File: config.mk
export PLATFORM = sky130hd
export DESIGN_NAME = round_robin_task_ring_scheduler_unit
export DESIGN_NICKNAME = d
export VERILOG_FILES = /design/src/hdl/rrts_pkg.sv /design/src/hdl/rrts_slot_store.sv /design/src/hdl/rrts_seq.sv /design/src/hdl/round_robin_task_ring_scheduler_unit.sv
export VERILOG_INCLUDE_DIRS = /design/src /design/src/hdl
export SDC_FILE = /design/constraint.sdc
export NUM_CORES = 1
export LEC_CHECK = 0
export ABC_AREA = 0
export BUFFER_PORTS_ARGS = -buffer_cell sky130_fd_sc_hd__buf_2
export CAP_MARGIN = 10
export CORE_MARGIN = 1
export CORE_UTILIZATION = 38
export DETAILED_ROUTE_END_ITERATION = 8
export PLACE_DENSITY = 0.53
export SYNTH_ARGS = -nofsm -noshare
export SYNTH_HDL_FRONTEND = slang
export SYNTH_SLANG_ARGS = --single-unit
File: constraint.sdc
create_clock -name clk -period 4.25 [get_ports clk]
set_input_delay 0.85 -clock clk [delete_from_list [all_inputs] [get_ports clk]]
set_output_delay 0.85 -clock clk [all_outputs]
set_load 0.02 [all_outputs]
File: src/hdl/round_robin_task_ring_scheduler_unit_assert.svh
// assertion macros for the task ring scheduler
`ifndef ROUND_ROBIN_TASK_RING_SCHEDULER_UNIT_ASSERT_SVH
`define ROUND_ROBIN_TASK_RING_SCHEDULER_UNIT_ASSERT_SVH

// same-cycle implication, checked out of reset
`define RRTS_ASSERT_IMP(lbl, ante, cons) \
  lbl: assert property (@(posedge clk) disable iff (!rst_n) (ante) |-> (cons)) \
    else $error("rrts check failed");

// next-cycle implication, checked out of reset
`define RRTS_ASSERT_NXT(lbl, ante, cons) \
  lbl: assert property (@(posedge clk) disable iff (!rst_n) (ante) |=> (cons)) \
    else $error("rrts check failed");

`endif

File: src/hdl/rrts_pkg.sv
package rrts_pkg;

  // command codes
  localparam logic [2:0] CMD_CREATE = 3'd0;
  localparam logic [2:0] CMD_LINK   = 3'd1;
  localparam logic [2:0] CMD_START  = 3'd2;
  localparam logic [2:0] CMD_YIELD  = 3'd3;
  localparam logic [2:0] CMD_QUAR   = 3'd4;
  localparam logic [2:0] CMD_TERM   = 3'd5;

  // error codes
  localparam logic [2:0] ERR_OK      = 3'd0;
  localparam logic [2:0] ERR_FULL    = 3'd1;
  localparam logic [2:0] ERR_NONE    = 3'd2;
  localparam logic [2:0] ERR_NOSTART = 3'd3;
  localparam logic [2:0] ERR_UNUSED  = 3'd4;

  typedef enum logic [1:0] {
    ST_FREE = 2'd0,
    ST_RUN  = 2'd1,
    ST_QUAR = 2'd2,
    ST_TERM = 2'd3
  } status_t;

  typedef struct packed {
    logic [2:0] cmd;
    logic [2:0] task_req;
    logic [2:0] link_target;
  } in_item_t;

  typedef struct packed {
    logic [2:0] current_task;
    logic [2:0] previous_task;
    logic [2:0] created_task;
    logic       switched;
    logic [2:0] error_code;
  } out_item_t;

  // write request from the sequencer to the slot store
  typedef struct packed {
    logic       alloc;
    logic       st_we;
    logic [2:0] st_addr;
    status_t    st_data;
    logic       nx_we;
    logic [2:0] nx_addr;
    logic [2:0] nx_data;
  } mem_wr_t;

endpackage

File: src/hdl/rrts_slot_store.sv
module rrts_slot_store import rrts_pkg::*; #(
  parameter int NUM_TASKS = 8
) (
  input  logic       clk,
  input  logic       rst_n,
  input  logic [2:0] st_rd_addr,
  input  logic [2:0] nx_rd_addr,
  input  mem_wr_t    wr,
  output status_t    st_rd_data,
  output logic [2:0] nx_rd_data,
  output logic       full,
  output logic [2:0] alloc_slot
);

  localparam int IDX_W = $clog2(NUM_TASKS);
  localparam int CNT_W = $clog2(NUM_TASKS + 1);
  localparam int EXT_W = IDX_W + 3;
  localparam int CMP_W = CNT_W + 3;

  status_t          st_mem [NUM_TASKS];
  logic [IDX_W-1:0] nx_mem [NUM_TASKS];

  logic [CNT_W-1:0] count_r;
  logic [CNT_W-1:0] count_nxt;
  status_t          st_q;
  logic             used_q;
  logic [IDX_W-1:0] nx_q;

  logic [EXT_W-1:0] st_rd_ext, nx_rd_ext, st_wr_ext, nx_wr_ext, nx_dat_ext, nx_q_ext;
  logic [CMP_W-1:0] count_ext;
  logic [IDX_W-1:0] st_widx, nx_widx, nx_wdata;
  status_t          st_wdata;
  logic             st_wen, nx_wen;

  assign st_rd_ext  = EXT_W'(st_rd_addr);
  assign nx_rd_ext  = EXT_W'(nx_rd_addr);
  assign st_wr_ext  = EXT_W'(wr.st_addr);
  assign nx_wr_ext  = EXT_W'(wr.nx_addr);
  assign nx_dat_ext = EXT_W'(wr.nx_data);
  assign nx_q_ext   = EXT_W'(nx_q);
  assign count_ext  = CMP_W'(count_r);

  // a new slot is always the one at the fill count
  assign st_wen   = wr.alloc | wr.st_we;
  assign nx_wen   = wr.alloc | wr.nx_we;
  assign st_widx  = wr.alloc ? count_r[IDX_W-1:0] : st_wr_ext[IDX_W-1:0];
  assign st_wdata = wr.alloc ? ST_RUN : wr.st_data;
  assign nx_widx  = wr.alloc ? count_r[IDX_W-1:0] : nx_wr_ext[IDX_W-1:0];
  assign nx_wdata = wr.alloc ? count_r[IDX_W-1:0] : nx_dat_ext[IDX_W-1:0];

  assign count_nxt = wr.alloc ? count_r + 1'b1 : count_r;

  always_ff @(posedge clk) begin
    if (!rst_n) begin
      count_r <= '0;
    end else begin
      count_r <= count_nxt;
    end
  end

  always_ff @(posedge clk) begin
    if (st_wen) begin
      st_mem[st_widx] <= st_wdata;
    end
    st_q   <= st_mem[st_rd_ext[IDX_W-1:0]];
    used_q <= (CMP_W'(st_rd_addr) < count_ext);
  end

  always_ff @(posedge clk) begin
    if (nx_wen) begin
      nx_mem[nx_widx] <= nx_wdata;
    end
    nx_q <= nx_mem[nx_rd_ext[IDX_W-1:0]];
  end

  // slots at or beyond the fill count were never handed out and read as free
  assign st_rd_data = used_q ? st_q : ST_FREE;
  assign nx_rd_data = nx_q_ext[2:0];
  assign full       = (count_r == CNT_W'(NUM_TASKS));
  assign alloc_slot = count_ext[2:0];

endmodule

File: src/hdl/rrts_seq.sv
module rrts_seq import rrts_pkg::*; #(
  parameter int NUM_TASKS = 8
) (
  input  logic       clk,
  input  logic       rst_n,
  input  logic       start_i,
  input  in_item_t   in_item,
  output logic       idle_o,
  output logic       res_valid_o,
  input  logic       res_take_i,
  output out_item_t  res_o,
  output logic [2:0] st_rd_addr,
  output logic [2:0] nx_rd_addr,
  input  status_t    st_rd_data,
  input  logic [2:0] nx_rd_data,
  input  logic       full_i,
  input  logic [2:0] alloc_slot_i,
  output mem_wr_t    wr
);

  localparam int N_W = $clog2(NUM_TASKS + 1);

  typedef enum logic [4:0] {
    S_IDLE = 5'b00001,
    S_CHK  = 5'b00010,
    S_LINK = 5'b00100,
    S_WALK = 5'b01000,
    S_DONE = 5'b10000
  } state_t;

  state_t     state_r, state_nxt;
  logic [2:0] cmd_r, cmd_nxt;
  logic [2:0] req_r, req_nxt;
  logic [2:0] tgt_r, tgt_nxt;
  logic [2:0] running_r, running_nxt;
  logic       started_r, started_nxt;
  logic [2:0] cand_r, cand_nxt;
  logic [N_W-1:0] cnt_r, cnt_nxt;
  out_item_t  res_r, res_nxt;

  always_comb begin
    state_nxt   = state_r;
    cmd_nxt     = cmd_r;
    req_nxt     = req_r;
    tgt_nxt     = tgt_r;
    running_nxt = running_r;
    started_nxt = started_r;
    cand_nxt    = cand_r;
    cnt_nxt     = cnt_r;
    res_nxt     = res_r;
    wr          = '0;
    case (state_r)
      S_IDLE: begin
        if (start_i) begin
          cmd_nxt   = in_item.cmd;
          req_nxt   = in_item.task_req;
          tgt_nxt   = in_item.link_target;
          state_nxt = S_CHK;
        end
      end
      S_CHK: begin
        res_nxt              = '0;
        res_nxt.current_task = running_r;
        state_nxt            = S_DONE;
        case (cmd_r)
          CMD_CREATE: begin
            if (full_i) begin
              res_nxt.error_code = ERR_FULL;
            end else begin
              wr.alloc             = 1'b1;
              res_nxt.created_task = alloc_slot_i;
            end
          end
          CMD_LINK: begin
            if (st_rd_data == ST_FREE) begin
              res_nxt.error_code = ERR_UNUSED;
            end else begin
              state_nxt = S_LINK;
            end
          end
          CMD_START: begin
            if (st_rd_data == ST_FREE) begin
              res_nxt.error_code = ERR_UNUSED;
            end else begin
              running_nxt          = req_r;
              started_nxt          = 1'b1;
              res_nxt.current_task = req_r;
              res_nxt.switched     = 1'b1;
            end
          end
          CMD_YIELD: begin
            if (!started_r) begin
              res_nxt.error_code = ERR_NOSTART;
            end else begin
              cand_nxt  = nx_rd_data;
              cnt_nxt   = '0;
              state_nxt = S_WALK;
            end
          end
          CMD_QUAR: begin
            if (st_rd_data == ST_FREE) begin
              res_nxt.error_code = ERR_UNUSED;
            end else if (st_rd_data == ST_RUN) begin
              wr.st_we   = 1'b1;
              wr.st_addr = req_r;
              wr.st_data = ST_QUAR;
            end
          end
          CMD_TERM: begin
            if (st_rd_data == ST_FREE) begin
              res_nxt.error_code = ERR_UNUSED;
            end else begin
              wr.st_we   = 1'b1;
              wr.st_addr = req_r;
              wr.st_data = ST_TERM;
            end
          end
          default: begin
          end
        endcase
      end
      S_LINK: begin
        if (st_rd_data == ST_FREE) begin
          res_nxt.error_code = ERR_UNUSED;
        end else begin
          wr.nx_we   = 1'b1;
          wr.nx_addr = req_r;
          wr.nx_data = tgt_r;
        end
        state_nxt = S_DONE;
      end
      S_WALK: begin
        if (st_rd_data == ST_RUN) begin
          running_nxt           = cand_r;
          res_nxt.current_task  = cand_r;
          res_nxt.previous_task = running_r;
          res_nxt.switched      = 1'b1;
          state_nxt             = S_DONE;
        end else if (st_rd_data == ST_FREE) begin
          res_nxt.error_code = ERR_UNUSED;
          state_nxt          = S_DONE;
        end else if (cnt_r == N_W'(NUM_TASKS)) begin
          res_nxt.error_code = ERR_NONE;
          state_nxt          = S_DONE;
        end else begin
          cand_nxt = nx_rd_data;
          cnt_nxt  = cnt_r + 1'b1;
        end
      end
      S_DONE: begin
        if (res_take_i) begin
          state_nxt = S_IDLE;
        end
      end
      default: begin
        state_nxt = S_IDLE;
      end
    endcase
  end

  // reads are issued in the state before the one that uses them
  always_comb begin
    if (state_r == S_IDLE) begin
      st_rd_addr = in_item.task_req;
      nx_rd_addr = running_r;
    end else if (state_r == S_CHK && cmd_r == CMD_LINK) begin
      st_rd_addr = tgt_r;
      nx_rd_addr = nx_rd_data;
    end else begin
      st_rd_addr = nx_rd_data;
      nx_rd_addr = nx_rd_data;
    end
  end

  always_ff @(posedge clk) begin
    if (!rst_n) begin
      state_r   <= S_IDLE;
      running_r <= '0;
      started_r <= 1'b0;
    end else begin
      state_r   <= state_nxt;
      running_r <= running_nxt;
      started_r <= started_nxt;
    end
  end

  always_ff @(posedge clk) begin
    cmd_r  <= cmd_nxt;
    req_r  <= req_nxt;
    tgt_r  <= tgt_nxt;
    cand_r <= cand_nxt;
    cnt_r  <= cnt_nxt;
    res_r  <= res_nxt;
  end

  assign idle_o      = (state_r == S_IDLE);
  assign res_valid_o = (state_r == S_DONE);
  assign res_o       = res_r;

endmodule

File: src/hdl/round_robin_task_ring_scheduler_unit.sv
// from transfer in, create, start, quarantine, terminate and unknown commands pass S_CHK,
// then S_DONE; link passes S_CHK, S_LINK, S_DONE; a yield S_CHK, then S_WALK over at most
// NUM_TASKS+1 slots, then S_DONE; one item at a time, the next taken once S_IDLE returns
// the yield walk visits one slot per cycle, paced by the registered read of the slot memories
// reset (synchronous, active low) clears control and the fill count; slot status at or
// above the fill count reads as free, so there is no clearing pass
`include "round_robin_task_ring_scheduler_unit_assert.svh"

module round_robin_task_ring_scheduler_unit import rrts_pkg::*; #(
  parameter int NUM_TASKS = 8
) (
  input  logic      clk,
  input  logic      rst_n,
  input  logic      in_valid,
  output logic      in_stall,
  input  in_item_t  in_data,
  output logic      out_valid,
  input  logic      out_stall,
  output out_item_t out_data
);

  // sequencer <-> slot store
  logic       seq_idle;
  logic       accept;
  logic       res_valid;
  logic       res_take;
  out_item_t  res;
  logic [2:0] st_rd_addr;
  logic [2:0] nx_rd_addr;
  status_t    st_rd_data;
  logic [2:0] nx_rd_data;
  logic       pool_full;
  logic [2:0] alloc_slot;
  mem_wr_t    mem_wr;

  // output register
  logic      out_valid_r, out_valid_nxt;
  out_item_t out_data_r;

  // terms for the checks at the end
  logic      out_prev_set;
  logic      out_switch_ok;

  // only one command in flight; a finished result can still sit in the
  // output register while the next command is taken
  assign in_stall = !seq_idle;
  assign accept   = in_valid && !in_stall;

  // result moves out once the output register is empty or being drained
  assign res_take      = res_valid && (!out_valid_r || !out_stall);
  assign out_valid_nxt = res_take || (out_valid_r && out_stall);

  rrts_seq #(
    .NUM_TASKS (NUM_TASKS)
  ) u_seq (
    .clk          (clk),
    .rst_n        (rst_n),
    .start_i      (accept),
    .in_item      (in_data),
    .idle_o       (seq_idle),
    .res_valid_o  (res_valid),
    .res_take_i   (res_take),
    .res_o        (res),
    .st_rd_addr   (st_rd_addr),
    .nx_rd_addr   (nx_rd_addr),
    .st_rd_data   (st_rd_data),
    .nx_rd_data   (nx_rd_data),
    .full_i       (pool_full),
    .alloc_slot_i (alloc_slot),
    .wr           (mem_wr)
  );

  // status and link memories; writes only happen in the last step of a
  // command, so no read that the command still uses meets a write
  rrts_slot_store #(
    .NUM_TASKS (NUM_TASKS)
  ) u_store (
    .clk        (clk),
    .rst_n      (rst_n),
    .st_rd_addr (st_rd_addr),
    .nx_rd_addr (nx_rd_addr),
    .wr         (mem_wr),
    .st_rd_data (st_rd_data),
    .nx_rd_data (nx_rd_data),
    .full       (pool_full),
    .alloc_slot (alloc_slot)
  );

  always_ff @(posedge clk) begin
    if (!rst_n) begin
      out_valid_r <= 1'b0;
    end else begin
      out_valid_r <= out_valid_nxt;
    end
  end

  always_ff @(posedge clk) begin
    if (res_take) begin
      out_data_r <= res;
    end
  end

  assign out_valid = out_valid_r;
  assign out_data  = out_data_r;

  assign out_prev_set  = out_valid && (out_data.previous_task != 3'd0);
  assign out_switch_ok = out_data.switched && (out_data.error_code == ERR_OK);

  // a transfer in always leaves the block busy on the following cycle
  `RRTS_ASSERT_NXT(a_busy_after_accept, in_valid && !in_stall, in_stall)
  // a result handed over is shown on the output next cycle
  `RRTS_ASSERT_NXT(a_take_loads_out, res_take, out_valid)
  // a previous task is only reported by a successful switch
  `RRTS_ASSERT_IMP(a_prev_needs_switch, out_prev_set, out_switch_ok)

endmodule
==> results.md, run 1 <==
* Share of cells above drive strength 1 at 16.5%
* I/O pin cnt at 28
* Syn Nets at 342
* Top post-synthesis cells by area: edfxtp_1, dfxtp_1, mux2i_1
* Worst-margin pin slew at 1.01 ns
* Initial Util at 39.6%
* Post-Synth Simple-Gate Area at 12.4%
* First-pass GRT wire length at 13600 um
* Main combinational cell family by area after synthesis: simple AND/OR/NAND/NOR gates
* DRT iter0 DRCs at 166
* WL per Instance at 17.3 um
* Prevailing post-synth register cell: edfxtp_1
* WP data arrival at 3.04 ns
* Via density at 5.11
* Max-Cap Viols at 0
* Adder-cell area share of the yosys netlist at 1.72%
* Reg2Reg Launch Point: u_seq.state_r[2]
* CTS root buf: clkbuf_16
* Worst skew pair latency at 0.34 ns
* RSZ-0062 raised after global routing: no
* CP required at 4.49 ns
* Final hold violation count at 0
* Final net count at 371
* Final instance area at 4960 sq um
* CP endpoint kind: flop
* R2r setup slk at 1.45 ns
* Post-DP HPWL at 6300 um
* Startpoint types: flop
* Hold Path Cell Cnt at 0
* # diodes at 0
* Synth warnings at 0
* Clk buf depth at 2
* Hold buffer count at cts at 0
* Die W at 109 um
* Ys async rst share at 0%
* Leak at 1.79 nW
* Buffers added on ports at 27
* Max Slew Vio Count at 0
* ANT nets after route at 0
* Post-synth EDFFs at 82
* Largest net degree at the start of global routing at 18
* First-pass detailed-route iteration total at 5
* GPL Wtd Cong at 0.805
* Flops & latches, synth at 102
* Xor-xnor portion of the synthesized cell area at 1.20%
* CP Max Fanout at 13
* Multiplexer share of the synthesized area at 10.2%
* Worst rel slew slack at 32.2%
* Crit path time final at 2.80 ns
* Core Box Area at 11000 sq um
* Setup bufs post-CTS at 0
* Status: finished clean
* CTS tree: yes
* CP endpoint: u_store.nx_rd_data[1]
* Post-Synthesis Cells at 323
* Final worst-path cycle share at 65.9%
* Routed wire length at 8610 um
* Setup WS pre-CTS at 1.43 ns
* Compound-Gate Fraction of Synth Area at 6.75%
* Die area at 11900 sq um
* Seq/Total Area, Yosys at 65.5%
* Post-synth top area share at 56.3%
* Row cnt at 38
* Total CTS buffers at 9
* Cts repair resizes at 0
* Final core utilization at 45.0%
* Final setup vio count at 0
* Initial antenna violation count at 0
* Post-route DRC violation count at 0
* Worst IR Drop VDD at 0.000223 V
* Clk_skew at 0.0117 ns
* GRT Total Usage at 15.9%
* Fmax at 357 MHz
* Worst setup startpoint: u_seq.state_r[2]
* Total chip power at 2.16 mW
* Avg Cell Area, Syn at 13.5 sq um
* Mapped cell area at 4370 sq um
* Power Density at 436 nW/um^2
* Clock Sinks at 102
* Setup WS post-layout at 1.45 ns
* Final setup TNS at 0 ns
* Largest area contributor in the netlist: edfxtp_1
* Hold crit path type: flop to flop
* Reg2Reg Depth at 5
* RR Endpoint: u_store.nx_rd_data[1]
* Placement Cell Area at 4640 sq um
* H-tree levels at 3
* Synth unique cells at 47
* Total gr overflow at 0
* Die height at 109 um
* Clk pin slew, worst setup/hold paths at 0.07 ns
* Setup CP Type: flop to flop
* Vias in the first global route at 2453
* Layout area overhead at 13.5%
* Routed vias at 2539
state kept, by name, indices dropped and copies added, names as in the netlist, 3 cells and up:
signal and cells:
u_seq.running_r 3, u_store.st_mem 16, u_seq.req_r 3, u_seq.cand_r 3, u_store.nx_rd_data 3, u_seq.state_r 5, u_seq.tgt_r 3, u_store.nx_mem 24
u_seq.cmd_r 3, u_store.count_r 4, u_seq.res_o 13, out_data 13, u_seq.cnt_r 4
Yosys cell counts, types with 6 or more instances:
master	n
and2_1	14
dfxtp_1	20
ha_1	6
clkbuf_1	8
mux4_2	6
nor2b_1	7
a21oi_1	8
nor3_1	11
o21ai_0	11
edfxtp_1	82
mux2i_1	24
nand2_1	22
nor2_1	32
inv_1	10
through the flow:
stage,std cells,hold slack [ns]
2_1_floorplan,323,0.400
3_3_place_gp,481,0.403
3_5_place_dp,481,0.405
6_report,497,0.418
5_1_grt,497,0.426
4_1_cts,497,0.419
layer usage:
metal | share of wire [%] | GRT usage [%] | routed length, um | vias to the layer above
met5 | 0 | 0 | 0 | -
met4 | 0.99 | 6.76 | 85 | 0
met3 | 3.7 | 3.23 | 320 | 4
met2 | 49 | 25.6 | 4260 | 53
met1 | 46 | 20.9 | 3940 | 1224
li1 | - | - | - | 1258
report_power, final:
part	internal [mW]	switching, mW	total, mW
clock network	0.533	0.353	0.886
logic	0.0660	0.0846	0.151
registers	1.10	0.0297	1.13
total	1.70	0.467	2.16
area by class of cell:
class                      instances  area [sq um]
clock buffer                      11           243
clock inverter                     5          83.8
fill                             997          6070
inverter                          10          37.5
multi-input combinational        200          1410
sequential                       102          2860
tap                              140           175
timing repair buffer              29           150
how the worst min path moves through the flow:
| stage | start | endpoint |
|---|---|---|
| 5_1_grt | u_seq.res_o[5] | out_data[5] |
| 3_3_place_gp | u_seq.res_o[8] | out_data[8] |
| 6_report | u_seq.res_o[3] | out_data[3] |
| 4_1_cts | u_seq.res_o[3] | out_data[3] |
| 2_1_floorplan | u_seq.res_o[0] | out_data[0] |
| 3_5_place_dp | u_seq.res_o[3] | out_data[3] |
cells in the final DEF, fill, tap and decap left out, types with 5 or more instances in the layout:
master      n
inv_1      10
mux2i_1    24
dfxtp_1    20
nor2b_1     7
o21ai_0    11
nand3b_1    5
nor3_1     11
nand2_1    22
ha_1        6
buf_2      27
mux4_2      6
nand3_1     5
clkbuf_16   9
mux2_2      5
nor2_1     32
edfxtp_1   82
a21oi_1     8
and2_1     14
xnor2_1     5
kinds of logic after synthesis:
kind of cell / after synthesis
flops: 102
mux: 36
buf+inv: 21
xor+xnor: 6
simple gates: 108
fa+ha+maj: 6
compound gates: 44
worst max-delay path, stage by stage, from the launching register on:
cell,delay (ns)
dfxtp_1,0.35
nor3_1,0.31
nand3b_1,0.52
mux2i_2,0.68
mux4_2,0.58
mux2_2,0.27
(Power assumes the default switching activity.)
==> inputs of run 2 (changes only) <==
==> constraint.sdc (replaced) <==
create_clock -name clk -period 2.8 [get_ports clk]
set_input_delay 0.56 -clock clk [delete_from_list [all_inputs] [get_ports clk]]
set_output_delay 0.56 -clock clk [all_outputs]
set_load 0.02 [all_outputs]
==> run 2 against run 1 <==
Compared with the run above:
- routed wire length increased by 5.1%
- register-to-register slack got worse by 1.2 ns
- clock power is 50% higher
- fmax grew 11%
- worst setup slack got worse by 1.2 ns
- critical path depth rose by 2
- sequential share of layout area fell by 0.94 points
- clock skew fell by 0.0055 ns
- count of clock-buffer cells in the layout down 2
- sequential power increased by 50%
- critical path type unchanged
==> results.md, run 2 (synthesis gave the netlist of run 1 again) <==
* Initial antenna violation count at 0
* Clock Sinks at 102
* Leak at 1.85 nW
* Max FFs per register at 24
* Max-Cap Viols at 0
* RSZ-0062 raised after global routing: no
* Hold crit path type: input pin to flop
* Post-route DRC violation count at 0
* Hold buffer count at cts at 0
* CP Max Fanout at 9
* Clk pwr share at 40.6%
* Routed vias at 2636
* Sequential share of power at 52.0%
* Final setup TNS at 0 ns
* CP endpoint kind: flop
* Most common cell after layout, fill and taps aside: edfxtp_1
* Worst setup startpoint: u_seq.cmd_r[2]
* Initial Util at 39.6%
* WP data arrival at 2.76 ns
* Routing usage on met1 at 21.9%
* Startpoint types: flop
* CTS root buf: clkbuf_16
* Most flops, register: u_store.nx_mem
* Crit path time final at 2.53 ns
* H-tree levels at 3
* Sw power at 0.782 mW
* Cts repair resizes at 0
* First-pass GRT wire length at 14400 um
* # diodes at 0
* Share of cells above drive strength 1 at 19.3%
* Finished Layout Cells at 508
* Dpl cells at 492
* Most frequent cells in the layout: edfxtp_1, nor2_1, buf_2
* Clk_skew at 0.00622 ns
* Final setup vio count at 0
* Worst skew pair latency at 0.34 ns
* CTS tree: yes
* Reg2Reg Launch Point: u_seq.cmd_r[2]
* GRT busiest layer: met2
* Die W at 109 um
* Setup bufs post-CTS at 0
* Status: finished clean
* ANT nets after route at 0
* Die area at 11900 sq um
* Worst IR Drop VDD at 0.000401 V
* Power Density at 650 nW/um^2
* Buffers added on ports at 27
* Post-DP HPWL at 6590 um
* Row cnt at 38
* First-pass detailed-route iteration total at 4
* Via density at 5.19
* DRT iter0 DRCs at 116
* Int Pwr at 2.50 mW
* GPL Wtd Cong at 0.813
* GRT Total Usage at 16.7%
* Die height at 109 um
* Total CTS buffers at 9
* Routed wire length at 9040 um
* CP required at 3.03 ns
* Total gr overflow at 0
* Met3 usage at 3.53%
* Setup WS post-layout at 0.271 ns
* Vias in the first global route at 2691
* Core Box Area at 11000 sq um
* Multi-input logic area at 1410 sq um
* I/O pin cnt at 28
* Gate power share at 7.4%
* HP Start: in_data[7]
* Clk pin slew, worst setup/hold paths at 0.07 ns
* Setup WS pre-CTS at 0.310 ns
* Final net count at 382
* Setup CP Type: flop to flop
* WL per Instance at 17.8 um
* Layout area overhead at 15.4%
* Layout fillers at 982
* Final worst-path cycle share at 90.3%
* Largest regs: u_store.nx_mem: 24 flops, u_store.st_mem: 16 flops
* Largest net degree at the start of global routing at 21
* Met2 Resource Use GR at 27.2%
* Fmax at 395 MHz
* R2r setup slk at 0.27 ns
* Worst rel slew slack at 52.2%
* Max Slew Vio Count at 0
* Register area at 2860 sq um
* Switching share of total power at 23.8%
* Final hold violation count at 0
* Clk buf depth at 2
* Worst-margin pin slew at 0.715 ns
-- run 2: cell types whose count changed in the layout (fill, tap and decap cells not counted) --
cell        before  now
buf_4            2   13
bufinv_16        2    1
clkbuf_1         1    0
clkbuf_8         1    0
clkinv_8         0    1
clkinvlp_4       2    1
inv_12           0    1
inv_8            0    2
-- run 2: area by class of cell --
| type | instances | area share (%) |
|---|---|---|
| sequential | 102 | 56.7 |
| multi-input combinational | 200 | 28.0 |
| timing repair buffer | 40 | 4.61 |
| clock buffer | 9 | 4.46 |
| tap | 140 | 3.47 |
| clock inverter | 7 | 2.01 |
| inverter | 10 | 0.744 |
-- run 2: power groups by stage --
| stage | logic (mW) | registers (mW) | clock network (mW) |
|---|---|---|---|
| 6_report | 0.243 | 1.70 | 1.33 |
| 5_1_grt | 0.265 | 1.71 | 1.42 |
| 3_5_place_dp | 0.245 | 1.74 | 0 |
| 3_3_place_gp | 0.245 | 1.74 | 0 |
| 4_1_cts | 0.247 | 1.70 | 1.37 |
| 2_1_floorplan | 0.185 | 1.72 | 0 |
-- run 2: through the flow --
stage / hold slack, ns / util (%) / total power, mW / area [sq um]
after floorplan: 0.400 / - / 1.91 / 4370
after global placement: 0.402 / 42.8 / 1.98 / 4720
after detailed placement: 0.405 / 42.8 / 1.98 / 4720
after CTS: 0.388 / 45.8 / 3.32 / 5050
after global routing: 0.389 / 45.8 / 3.40 / 5050
final: 0.397 / 45.8 / 3.28 / 5050
-- run 2: per-layer routing --
layer / share of wire, % / up-vias
met4: 1.6 / 0
li1: - / 1275
met2: 50 / 50
met1: 46 / 1301
met5: 0 / -
met3: 2.5 / 10
-- run 2: path summary, 6_finish.rpt --
| check | end | cells past startpoint |
|---|---|---|
| max | u_store.st_q[1] | 7 |
| min | u_seq.cmd_r[1] | 1 |
| max reg2reg | u_store.st_q[1] | 7 |
| min reg2reg | out_data[11] | 0 |
-- run 2: critical path, cell delays in order, from the launching register on --
cell and delay [ns]:
edfxtp_1 0.50, or4b_4 0.53, or3_1 0.36, a31oi_1 0.18
buf_4 0.23, mux2i_1 0.26, mux2i_1 0.10, mux2_2 0.27
==> inputs of run 3 (changes only) <==
==> constraint.sdc (replaced) <==
create_clock -name clk -period 2.4 [get_ports clk]
set_input_delay 0.48 -clock clk [delete_from_list [all_inputs] [get_ports clk]]
set_output_delay 0.48 -clock clk [all_outputs]
set_load 0.02 [all_outputs]
==> run 3 against run 2 <==
Compared with the run above:
- sequential cell count stayed put
- non-clock buffer count is 19 higher
- register-to-register slack worse by 0.20 ns
- die area stayed put
- worst setup slack worse by 0.20 ns
- count of clock-buffer cells in the layout stayed put
- critical path depth stayed put
- total power is 15% higher
==> results.md, run 3 (synthesis gave the netlist of run 1 again) <==
* Switching share of total power at 24.8%
* Most flops, register: u_store.nx_mem
* Post-DP HPWL at 6680 um
* Via density at 5.13
* Final worst-path cycle share at 96.8%
* First-pass detailed-route iteration total at 4
* Status: finished clean
* Row cnt at 38
* Slowest cell delay on critical path at 0.58 ns
* RSZ-0062 raised after global routing: yes
* Worst-margin pin slew at 0.535 ns
* Clk_skew at 0.0102 ns
* Largest regs: u_store.nx_mem: 24 flops, u_store.st_mem: 16 flops
* Core Box Area at 11000 sq um
* Final setup vio count at 0
* CP endpoint kind: flop
* Critical Path, Cell by Cell: or4b_1 -> nor2_2 -> mux2i_2 -> a21oi_4 -> ha_1 -> nor2_1 -> a211o_1
* Routed wire length at 9110 um
* Die height at 109 um
* WP data arrival at 2.55 ns
* Routed vias at 2702
* Setup CP Type: flop to flop
* Worst path bufs/invs at 0
* Worst IR Drop VDD at 0.000289 V
* GRT Total Usage at 16.8%
* Sw power at 0.938 mW
* Worst rel slew slack at 63.9%
* I/O pin cnt at 28
* Clock Sinks at 102
* CP Max Fanout at 5
* Clk buf depth at 2
* Gate power share at 9.0%
* R2r setup slk at 0.08 ns
* DRT iter0 DRCs at 163
* First-pass GRT wire length at 14400 um
* Worst skew pair latency at 0.35 ns
* Sequential share of power at 52.4%
* Clk pwr share at 38.5%
* Hold Path Cell Cnt at 1
* Fmax at 430 MHz
* Dominant delay contributor by cell family on the critical path: simple AND/OR/NAND/NOR gates
* CP required at 2.63 ns
* # diodes at 0
* Max Slew Vio Count at 0
* WL per Instance at 17.3 um
* H-tree levels at 3
* RR Endpoint: u_store.used_q
* Placement Cell Area at 4880 sq um
* Most common cell after layout, fill and taps aside: edfxtp_1
* Total CTS buffers at 9
* ANT nets after route at 0
* WHS Endpoint: u_seq.cmd_r[2]
* Die W at 109 um
* Startpoint types: flop
* Hold crit path type: input pin to flop
* Die area at 11900 sq um
* Share of cells above drive strength 1 at 26.1%
* Setup WS post-layout at 0.0759 ns
* Int Pwr at 2.85 mW
* Final net count at 401
* Crit path time final at 2.32 ns
* Initial antenna violation count at 0
* Layout area overhead at 20.0%
* Vias in the first global route at 2692
* Max FFs per register at 24
* Most frequent cells in the layout: edfxtp_1, nor2_1, buf_4
* Power Density at 721 nW/um^2
* Reg2Reg Depth at 7
* Setup WS pre-CTS at -0.00382 ns
* Buffers added on ports at 27
* Reg2Reg Launch Point: u_seq.state_r[4]
* HP Start: in_data[8]
* Max-Cap Viols at 0
* Leak at 1.95 nW
* Initial Util at 39.6%
* Final hold violation count at 0
* Slowest-stage cell, CP: or4b_1
* CTS tree: yes
* CTS root buf: clkbuf_16
* GPL Wtd Cong at 0.808
* Layout fillers at 1016
* Clk pin slew, worst setup/hold paths at 0.08 ns
* Total gr overflow at 0
* Post-route DRC violation count at 0
* Final instance area at 5250 sq um
* Largest net degree at the start of global routing at 21
==> run 3: worst register-to-register path: stages, from the launching register on <==
cell and delay [ns]:
dfxtp_1 0.35, or4b_1 0.58, nor2_2 0.25, mux2i_2 0.30, a21oi_4 0.13, ha_1 0.30, nor2_1 0.04, a211o_1 0.26
==> run 3: worst max path at each step <==
stage	cells past startpoint	from	slack (ns)	end
floorplan	8	u_seq.cmd_r[1]	0.10	u_store.st_q[0]
global placement	7	u_seq.cmd_r[1]	0.04	u_store.st_mem[1][1]
detailed placement	7	u_seq.state_r[2]	-0.004	u_store.st_q[1]
CTS	7	u_seq.state_r[2]	-0.006	u_store.st_q[0]
global route	7	u_seq.cmd_r[1]	-0.02	u_store.used_q
finish	7	u_seq.state_r[4]	0.08	u_store.used_q
==> run 3: metal layers <==
metal  routed length (um)  track usage [%]
met2                 4400             26.5
met5                    0                0
met3                  275             4.24
met4                  168             6.38
met1                 4260             22.1
==> run 3: final cells by class <==
class	instances	area (sq um)	area share [%]
clock buffers	9	225	4.29
clock inverters	7	75.1	1.43
inverters	10	37.5	0.715
multi-input cells	200	1460	27.8
flip-flops and latches	102	2870	54.6
well taps	140	175	3.34
repair buffers	59	408	7.77
==> run 3: power by group through the flow <==
stage                     Clock, mW  Sequential (mW)  Combinational, mW
after CTS                      1.49             1.98              0.328
after detailed placement          0             2.02              0.317
after global placement            0             2.02              0.312
final                          1.46             1.98              0.341
after floorplan                   0             2.01              0.215
after global routing           1.56             1.99              0.372
==> run 3: timing repair <==
item | in CTS | in global routing
resized for setup | 3 | 14
hold buffers | 0 | 0
endpoints found under the setup margin | 1 | 17
buffers inserted | 0 | 0
gates cloned | 1 | 0
pin swaps | 0 | 2
==> run 3: stage by stage <==
stage,cells,hold WS (ns),util [%],power (mW),setup TNS (ns)
final,527,0.308,47.6,3.78,0
after global routing,527,0.301,47.6,3.92,-0.0323
after CTS,527,0.296,47.1,3.80,-0.00683
after detailed placement,510,0.405,44.2,2.34,-0.00382
after global placement,510,0.403,44.2,2.34,0
after floorplan,323,0.400,-,2.22,0
